[config.mk]
export PLATFORM = sky130hd
export DESIGN_NAME = core_idle_load_monitor
export DESIGN_NICKNAME = d
export VERILOG_FILES = /design/src/cilm_pkg.sv /design/src/cilm_dp.sv /design/src/cilm_ctrl.sv /design/src/core_idle_load_monitor.sv
export VERILOG_INCLUDE_DIRS = /design/src /design/src/src
export SDC_FILE = /design/constraint.sdc
export NUM_CORES = 1
export LEC_CHECK = 0
export BUFFER_PORTS_ARGS = -buffer_cell sky130_fd_sc_hd__clkbuf_2
export CORE_MARGIN = 2
export CORE_UTILIZATION = 55
export CTS_BUF_LIST = sky130_fd_sc_hd__clkbuf_16
export DETAILED_ROUTE_END_ITERATION = 16
export PLACE_DENSITY = 0.68
export SLEW_MARGIN = 20
export SYNTH_ARGS = -nofsm -noshare
export SYNTH_HDL_FRONTEND = slang
export SYNTH_SLANG_ARGS = --single-unit
[constraint.sdc]
create_clock -name clk -period 8.6 [get_ports clk]
set_clock_uncertainty 0.15 [all_clocks]
set_input_delay 1.29 -clock clk [delete_from_list [all_inputs] [get_ports clk]]
set_output_delay 1.29 -clock clk [all_outputs]
set_load 0.05 [all_outputs]
[src/core_idle_load_monitor_defines.svh]
// Assertion macros shared by the core idle load monitor RTL.
`ifndef CORE_IDLE_LOAD_MONITOR_DEFINES_SVH
`define CORE_IDLE_LOAD_MONITOR_DEFINES_SVH

`ifndef NO_ASSERTIONS

// Plain property, sampled on clk, off while reset is asserted.
`define CILM_ASSERT(lbl, prop, msg) \
	lbl: assert property (@(posedge clk) disable iff (!arst_n) (prop)) else $error(msg);

// Implication: when ante holds, cons must hold in the same cycle.
`define CILM_ASSERT_IMP(lbl, ante, cons, msg) \
	lbl: assert property (@(posedge clk) disable iff (!arst_n) (ante) |-> (cons)) \
		else $error(msg);

`else

`define CILM_ASSERT(lbl, prop, msg)
`define CILM_ASSERT_IMP(lbl, ante, cons, msg)

`endif

`endif

[src/cilm_pkg.sv]
// Types, constants and control/status structs of the core idle load monitor.
`default_nettype none

package cilm_pkg;

	localparam int NUM_CORES_DEF = 2;
	localparam int NEST_BITS_DEF = 8;

	localparam int TS_W      = 32;
	localparam int PCT_W     = 7;
	localparam int PROD_W    = TS_W + PCT_W;
	localparam int DIV_STEPS = PCT_W;
	localparam int CNT_W     = 3;

	localparam logic [PCT_W-1:0] PCT_FULL = 7'd100;

	localparam logic [1:0] ACT_IDLE  = 2'd0;
	localparam logic [1:0] ACT_BUSY  = 2'd1;
	localparam logic [1:0] ACT_QUERY = 2'd2;

	typedef struct packed {
		logic [1:0]      action;
		logic            core;
		logic [TS_W-1:0] now_us;
	} req_item_t;

	typedef struct packed {
		logic [PCT_W-1:0] load_percent;
		logic             never_seen;
	} rsp_item_t;

	typedef struct packed {
		logic load_item;
		logic do_event;
		logic do_query;
		logic set_unseen;
		logic load_mul;
		logic div_step;
		logic load_out;
	} cilm_cmd_t;

	typedef struct packed {
		logic is_event;
		logic is_query;
		logic seen;
		logic elapsed_zero;
		logic div_last;
	} cilm_status_t;

endpackage

`default_nettype wire

[src/cilm_dp.sv]
// Datapath: per-core idle bookkeeping, query window, multiply and serial divide.
`default_nettype none
`include "core_idle_load_monitor_defines.svh"

module cilm_dp #(
	parameter int NUM_CORES = cilm_pkg::NUM_CORES_DEF,
	parameter int NEST_BITS = cilm_pkg::NEST_BITS_DEF
) (
	input  wire                    clk,
	input  wire                    arst_n,
	input  cilm_pkg::req_item_t    req,
	input  cilm_pkg::cilm_cmd_t    cmd,
	output cilm_pkg::cilm_status_t status,
	output cilm_pkg::rsp_item_t    rsp
);

	localparam int CORE_W = (NUM_CORES > 1) ? $clog2(NUM_CORES) : 1;
	localparam logic [NEST_BITS-1:0] NEST_MAX = '1;
	localparam logic [NEST_BITS-1:0] NEST_ONE = NEST_BITS'(1);

	// per-core state
	logic [cilm_pkg::TS_W-1:0] idle_total_q      [NUM_CORES];
	logic                      has_reported_q    [NUM_CORES];
	logic [cilm_pkg::TS_W-1:0] idle_start_q      [NUM_CORES];
	logic [NEST_BITS-1:0]      nest_level_q      [NUM_CORES];
	logic [cilm_pkg::TS_W-1:0] prev_idle_total_q [NUM_CORES];
	logic [cilm_pkg::TS_W-1:0] prev_query_time_q [NUM_CORES];

	// working registers
	cilm_pkg::req_item_t         item_q;
	logic [cilm_pkg::TS_W-1:0]   elapsed_q;
	logic [cilm_pkg::TS_W-1:0]   span_q;
	logic [cilm_pkg::PROD_W-1:0] rem_q;
	logic [cilm_pkg::PCT_W-1:0]  quo_q;
	logic [cilm_pkg::CNT_W-1:0]  cnt_q;
	cilm_pkg::rsp_item_t         res_q;
	cilm_pkg::rsp_item_t         rsp_q;

	logic [CORE_W-1:0]           idx;
	logic                        core_ok;
	logic [cilm_pkg::TS_W-1:0]   elapsed;
	logic [cilm_pkg::TS_W-1:0]   span;
	logic [cilm_pkg::TS_W-1:0]   span_clamped;
	logic [cilm_pkg::PROD_W-1:0] div_shifted;
	logic [cilm_pkg::PROD_W-1:0] div_bound;
	logic                        div_ge;
	logic [cilm_pkg::PCT_W-1:0]  quo_next;
	logic [cilm_pkg::PCT_W-1:0]  quo_bit;

	assign idx     = CORE_W'(item_q.core);
	assign core_ok = (32'(item_q.core) < NUM_CORES);

	assign elapsed      = item_q.now_us - prev_query_time_q[idx];
	assign span         = idle_total_q[idx] - prev_idle_total_q[idx];
	assign span_clamped = (span > elapsed) ? elapsed : span;

	// restoring divide, quotient bit cnt_q per step
	assign div_shifted = cilm_pkg::PROD_W'(elapsed_q) << cnt_q;
	assign div_bound   = cilm_pkg::PROD_W'(elapsed_q) << (4'(cnt_q) + 4'd1);
	assign div_ge      = (rem_q >= div_shifted);
	assign quo_bit     = cilm_pkg::PCT_W'(1) << cnt_q;
	assign quo_next    = div_ge ? (quo_q | quo_bit) : quo_q;

	always_comb begin
		status.is_event     = core_ok && ((item_q.action == cilm_pkg::ACT_IDLE) ||
		                                  (item_q.action == cilm_pkg::ACT_BUSY));
		status.is_query     = (item_q.action == cilm_pkg::ACT_QUERY);
		status.seen         = core_ok && has_reported_q[idx];
		status.elapsed_zero = (elapsed == '0);
		status.div_last     = (cnt_q == '0);
	end

	always_ff @(posedge clk or negedge arst_n) begin
		if (!arst_n) begin
			for (int i = 0; i < NUM_CORES; i++) begin
				idle_total_q[i]      <= '0;
				has_reported_q[i]    <= 1'b0;
				idle_start_q[i]      <= '0;
				nest_level_q[i]      <= '0;
				prev_idle_total_q[i] <= '0;
				prev_query_time_q[i] <= '0;
			end
		end else begin
			if (cmd.do_event) begin
				if (item_q.action == cilm_pkg::ACT_IDLE) begin
					if (!has_reported_q[idx]) begin
						prev_query_time_q[idx] <= item_q.now_us;
						prev_idle_total_q[idx] <= '0;
						has_reported_q[idx]    <= 1'b1;
					end
					if (nest_level_q[idx] == '0) begin
						idle_start_q[idx] <= item_q.now_us;
					end
					if (nest_level_q[idx] != NEST_MAX) begin
						nest_level_q[idx] <= nest_level_q[idx] + NEST_ONE;
					end
				end else if (nest_level_q[idx] != '0) begin
					nest_level_q[idx] <= nest_level_q[idx] - NEST_ONE;
					if (nest_level_q[idx] == NEST_ONE) begin
						idle_total_q[idx] <= idle_total_q[idx] +
							(item_q.now_us - idle_start_q[idx]);
					end
				end
			end
			if (cmd.do_query) begin
				prev_query_time_q[idx] <= item_q.now_us;
				prev_idle_total_q[idx] <= idle_total_q[idx];
			end
		end
	end

	always_ff @(posedge clk) begin
		if (cmd.load_item) begin
			item_q <= req;
		end
		if (cmd.do_query) begin
			elapsed_q          <= elapsed;
			span_q             <= span_clamped;
			res_q.load_percent <= '0;
			res_q.never_seen   <= 1'b0;
		end
		if (cmd.set_unseen) begin
			res_q.load_percent <= '0;
			res_q.never_seen   <= 1'b1;
		end
		if (cmd.load_mul) begin
			rem_q <= cilm_pkg::PROD_W'(span_q) * cilm_pkg::PROD_W'(cilm_pkg::PCT_FULL);
			quo_q <= '0;
			cnt_q <= cilm_pkg::CNT_W'(cilm_pkg::DIV_STEPS - 1);
		end
		if (cmd.div_step) begin
			if (div_ge) begin
				rem_q <= rem_q - div_shifted;
			end
			quo_q <= quo_next;
			cnt_q <= cnt_q - cilm_pkg::CNT_W'(1);
			if (cnt_q == '0) begin
				res_q.load_percent <= cilm_pkg::PCT_FULL - quo_next;
			end
		end
		if (cmd.load_out) begin
			rsp_q <= res_q;
		end
	end

	assign rsp = rsp_q;

	// span is clamped, so the remainder always fits below the next divisor step
	`CILM_ASSERT_IMP(a_div_rem_bound, cmd.div_step, rem_q < div_bound, "divide remainder out of range")
	`CILM_ASSERT_IMP(a_pct_range, cmd.load_out, res_q.load_percent <= cilm_pkg::PCT_FULL, "load above 100")

endmodule

`default_nettype wire

[src/cilm_ctrl.sv]
// Controller: sequences one item at a time and owns the result beat valid.
`default_nettype none
`include "core_idle_load_monitor_defines.svh"

module cilm_ctrl (
	input  wire                    clk,
	input  wire                    arst_n,
	input  wire                    req_valid,
	output logic                   req_stall,
	output logic                   rsp_valid,
	input  wire                    rsp_stall,
	input  cilm_pkg::cilm_status_t status,
	output cilm_pkg::cilm_cmd_t    cmd
);

	typedef enum logic [2:0] {
		ST_IDLE,
		ST_EXEC,
		ST_MUL,
		ST_DIV,
		ST_DELIVER
	} state_t;

	state_t state_q;
	state_t state_d;
	logic   rsp_valid_q;
	logic   out_free;

	assign out_free  = !rsp_valid_q || !rsp_stall;
	assign req_stall = (state_q != ST_IDLE);
	assign rsp_valid = rsp_valid_q;

	always_comb begin
		cmd     = '0;
		state_d = state_q;
		case (state_q)
			ST_IDLE: begin
				if (req_valid) begin
					cmd.load_item = 1'b1;
					state_d       = ST_EXEC;
				end
			end
			ST_EXEC: begin
				if (status.is_event) begin
					cmd.do_event = 1'b1;
					state_d      = ST_IDLE;
				end else if (status.is_query) begin
					if (!status.seen) begin
						cmd.set_unseen = 1'b1;
						state_d        = ST_DELIVER;
					end else begin
						cmd.do_query = 1'b1;
						state_d      = status.elapsed_zero ? ST_DELIVER : ST_MUL;
					end
				end else begin
					state_d = ST_IDLE;
				end
			end
			ST_MUL: begin
				cmd.load_mul = 1'b1;
				state_d      = ST_DIV;
			end
			ST_DIV: begin
				cmd.div_step = 1'b1;
				if (status.div_last) begin
					state_d = ST_DELIVER;
				end
			end
			ST_DELIVER: begin
				if (out_free) begin
					cmd.load_out = 1'b1;
					state_d      = ST_IDLE;
				end
			end
			default: begin
				state_d = ST_IDLE;
			end
		endcase
	end

	always_ff @(posedge clk or negedge arst_n) begin
		if (!arst_n) begin
			state_q     <= ST_IDLE;
			rsp_valid_q <= 1'b0;
		end else begin
			state_q <= state_d;
			if (cmd.load_out) begin
				rsp_valid_q <= 1'b1;
			end else if (!rsp_stall) begin
				rsp_valid_q <= 1'b0;
			end
		end
	end

	`CILM_ASSERT_IMP(a_no_overwrite, cmd.load_out, out_free, "result overwritten while stalled")
	`CILM_ASSERT_IMP(a_rsp_from_deliver, $rose(rsp_valid_q), $past(state_q) == ST_DELIVER, "result beat without delivery")

endmodule

`default_nettype wire

[src/core_idle_load_monitor.sv]
// Top level of the core idle load monitor: controller plus datapath.
//
//  channel | direction | handshake             | payload
//  --------+-----------+-----------------------+----------------------------------
//  req     | in        | req_valid / req_stall | action, core, now_us
//  rsp     | out       | rsp_valid / rsp_stall | load_percent, never_seen
//
// Steps: an idle/busy event is accepted, then updates its core; a query of a core
// that never reported, or one with zero elapsed time, is accepted and handed off; a
// full query runs accept, window update, multiply by 100, 7 restoring divide steps,
// hand-off.
// Reset: arst_n clears all per-core counters and the controller at once.
// Stalls: a result beat waits in the output register; the next item is taken
// meanwhile, and only a second result waits for rsp_stall to drop.
`default_nettype none

module core_idle_load_monitor #(
	parameter int NUM_CORES = cilm_pkg::NUM_CORES_DEF,
	parameter int NEST_BITS = cilm_pkg::NEST_BITS_DEF
) (
	input  wire                 clk,
	input  wire                 arst_n,
	input  wire                 req_valid,
	output logic                req_stall,
	input  cilm_pkg::req_item_t req,
	output logic                rsp_valid,
	input  wire                 rsp_stall,
	output cilm_pkg::rsp_item_t rsp
);

	// command/status link between the two halves
	cilm_pkg::cilm_cmd_t    cmd;
	cilm_pkg::cilm_status_t status;

	// sequencer: one item in flight, result beat valid lives here
	cilm_ctrl u_ctrl (
		.clk       (clk),
		.arst_n    (arst_n),
		.req_valid (req_valid),
		.req_stall (req_stall),
		.rsp_valid (rsp_valid),
		.rsp_stall (rsp_stall),
		.status    (status),
		.cmd       (cmd)
	);

	// per-core idle totals, query windows and the divide unit
	cilm_dp #(
		.NUM_CORES (NUM_CORES),
		.NEST_BITS (NEST_BITS)
	) u_dp (
		.clk    (clk),
		.arst_n (arst_n),
		.req    (req),
		.cmd    (cmd),
		.status (status),
		.rsp    (rsp)
	);

endmodule

`default_nettype wire
==> results.sh <==
export IMPL_outcome="complete, no violations"
export IMPL_antenna_left=0
export IMPL_endpoint_kind="flip-flop"
export IMPL_synth_lib_cells_used_distinct=87
export IMPL_fin_crit_sh_pct=77.1
export IMPL_post_cts_setup_buffer_count=0
export IMPL_global_route_usage_total_pct=26.8
export IMPL_synth_top_area_share_pct=22.3
export IMPL_worst_path_largest_cell_delay_ns=0.47
export IMPL_critical_path_reg2reg_startpoint="u_dp.idx"
export IMPL_gpl_final_weighted_congestion=0.953
export IMPL_netlist_top_cell_by_area="dfrtp_1"
export IMPL_detail_route_drc_violations=0
export IMPL_timing_critical_path_slowest_stage_cell="buf_4"
export IMPL_initial_util_pct=55.4
export IMPL_tightestPinTransition_ns=0.934
export IMPL_relSlewSlack_pct=37.7
export IMPL_top_level_ports=49
export IMPL_fp_dieArea_um2=58600
export IMPL_nets=3598
export IMPL_holdCritPathClass="reg -> reg"
export IMPL_port_buffer_count=48
export IMPL_grt_max_degree=120
export IMPL_max_clock_path_buffers=3
export IMPL_detailed_place_hpwl_mm=58.0
export IMPL_detail_route_vias_per_cell=5.89
export IMPL_cts_tree="yes"
export IMPL_floorplan_die_width_um=242
export IMPL_layout_commonest_cell="inv_1"
export IMPL_summed_negative_setup_slack_over_all_endpoints_ns=0
export IMPL_clockRootBuffer="clkbuf_16"
export IMPL_syn_area_per_cell_um2=9.70
export IMPL_worstSetupStartpoint="u_dp.idx"
export IMPL_worst_path_max_fanout=31
export IMPL_synthesized_instance_count=3217
export IMPL_drv_slew=0
export IMPL_fmaxAchievable_mhz=151
export IMPL_synth_area_top_cells="dfrtp_1, edfxtp_1, ha_1"
export IMPL_count_of_vias_placed_by_the_detailed_router=23700
export IMPL_ys_dominant_reg_cell="dfrtp_1"
export IMPL_setup_violations_final=0
export IMPL_ys_ff_latch=442
export IMPL_reg2reg_slack_ns=1.97
export IMPL_number_of_core_rows=87
export IMPL_worstSetupStartpointType="flip-flop"
export IMPL_grt_first_pass_wirelength_mm=127
export IMPL_netlist_area_um2=31200
export IMPL_die_h_um=242
export IMPL_average_wire_per_cell_in_the_routed_design_um=19.4
export IMPL_critical_path_cell_chain="buf_4 > mux2_2 > ha_1 > fa_1 > nor2b_1 > o21a_1 > o21ai_1 > a21oi_1 > o41ai_1 > buf_4 > o21ai_0 > nand3_1 > o41ai_1 > xor2_1 > ha_1 > nand4_1 > or2_2 > nor3_1 > nand2_1 > o21ai_2 > buf_4 > mux2_2"
export IMPL_coreArea_um2=56300
export IMPL_leading_cell_types_in_the_layout_fill_and_taps_excluded="inv_1, nand2_1, dfrtp_1, ha_1, o21ai_0"
export IMPL_mappedNetlistNets=3591
export IMPL_edff_count_synth=117
export IMPL_timing_critical_path_arrival_ns=6.82
export IMPL_hold_slack_ns=0.276
export IMPL_cts_sink_count=442
export IMPL_final_period_minus_worst_setup_slack_ns=6.63
export IMPL_critical_path_top_cell_by_count="buf_4"
export IMPL_cp_data_required_time_ns=8.78
export IMPL_proportion_of_layout_cells_with_a_drive_suffix_above_1_pct=10.8
export IMPL_syn2layout_area_growth_pct=8.73
export IMPL_path_class="reg -> reg"
export IMPL_postCtsHoldBufs=0
export IMPL_rr_worst_depth=22
export IMPL_grt_setup_unrepaired="false"
export IMPL_hold_viol_final=0
export IMPL_maxCapViolCount=0
export IMPL_cp_endpoint="u_dp.span_q[5]"
export IMPL_drt_total_wl_mm=78.1
export IMPL_asyncSetResetFlopFracSynth_pct=62.9
export IMPL_drt_iter0_markers=1530
export IMPL_cts_made_buffers=49
export IMPL_yosys_warnings=0
export IMPL_worstReg2RegEnd="u_dp.span_q[5]"
export IMPL_synth_yosys_seq_area_share_pct=36.6
export IMPL_drt_pass1_iterations=5
export IMPL_post_cts_resize_count=0
export IMPL_grt_antenna_before_repair=1
export IMPL_htreeDepth=2
export IMPL_overflow=0
export IMPL_vias_in_the_first_global_route=23800
export IMPL_insertion_delay_ns=0.61
export IMPL_clk_transition_reported_paths_ns=0.06
==> worst min-delay path by stage <==
stage,from,end,cells after the start
final,u_dp.res_q[5],u_dp.rsp[5],0
after detailed placement,u_dp.res_q[5],u_dp.rsp[5],0
after CTS,u_dp.res_q[5],u_dp.rsp[5],0
after floorplan,u_dp.res_q[0],u_dp.rsp[0],0
after global placement,u_dp.res_q[1],u_dp.rsp[1],0
after global routing,u_dp.res_q[6],u_dp.rsp[6],0
==> logic make-up after synthesis <==
logic type	share of synthesized area (%)
adder cells (fa/ha/maj)	14.9
buffers and inverters	5.61
multiplexers	11.2
flip-flops	36.6
AO/OA/AOI/OAI	17.2
AND/OR/NAND/NOR	10.3
XOR/XNOR	4.27
==> worst max-delay path: cells and delay by family (launching register included) <==
family | cells | cell delay [ns]
compound gates | 7 | 1.56
simple gates | 6 | 1.15
buf+inv | 3 | 1.04
fa+ha+maj | 3 | 1.04
mux | 2 | 0.79
flops | 1 | 0.41
xor+xnor | 1 | 0.19
==> stage by stage <==
step                utilization [%]  worst slack [ns]  instances  instance area [um^2]
global route                   60.3              1.61       4021                 33900
CTS                            60.2              2.02       4018                 33900
detailed placement             57.2              2.03       3927                 32200
floorplan                         -              1.68       3217                 31200
finish                         60.3              1.97       4021                 33900
global placement               57.2              2.10       3927                 32200
==> area by class of cell <==
class,instances,area (um^2)
fillers,4717,22400
multi-input cells,2314,18100
flip-flops and latches,442,11400
inverters,343,1290
clock buffers,49,1230
well taps,756,946
repair buffers,74,494
clock inverters,42,445
diodes,1,2.50
==> cells in the mapped netlist (61+ instances only) <==
library cell / number
a22o_1: 66
edfxtp_1: 117
nand2_1: 285
ha_1: 274
mux2_2: 134
inv_1: 342
a21oi_1: 196
fa_1: 61
nor2_1: 154
xnor2_1: 106
a21o_1: 82
mux2i_1: 142
dfrtp_1: 278
o21ai_0: 239
clkbuf_1: 87
==> layer usage <==
metal / vias to the layer above / share of wire (%) / GRT usage [%]
li1: 11400 / - / -
met4: 0 / 3.5 / 9.60
met2: 552 / 47 / 44.1
met3: 136 / 4.1 / 2.92
met1: 11600 / 46 / 36.8
met5: - / 0 / 0
==> registers in the layout, summed over array words and instances, names as in the netlist, named ones only <==
name	cells
u_dp.idle_start_q	64
u_dp.idle_total_q	64
u_dp.prev_idle_total_q	64
u_dp.prev_query_time_q	64
u_dp.rem_q	39
u_dp.item_q	34
u_dp.elapsed_q	32
u_dp.span_q	32
u_dp.nest_level_q	14
u_dp.res_q	8
u_dp.rsp	8
u_dp.quo_q	7
u_ctrl.state_q	3
u_dp.cnt_q	3
u_dp.has_reported_q	2
u_ctrl.rsp_valid	1
u_dp.idx	1
Power is left out: the tool's default activity adds up to more than one toggle a clock period on the data nets, which glitch-free logic cannot reach.
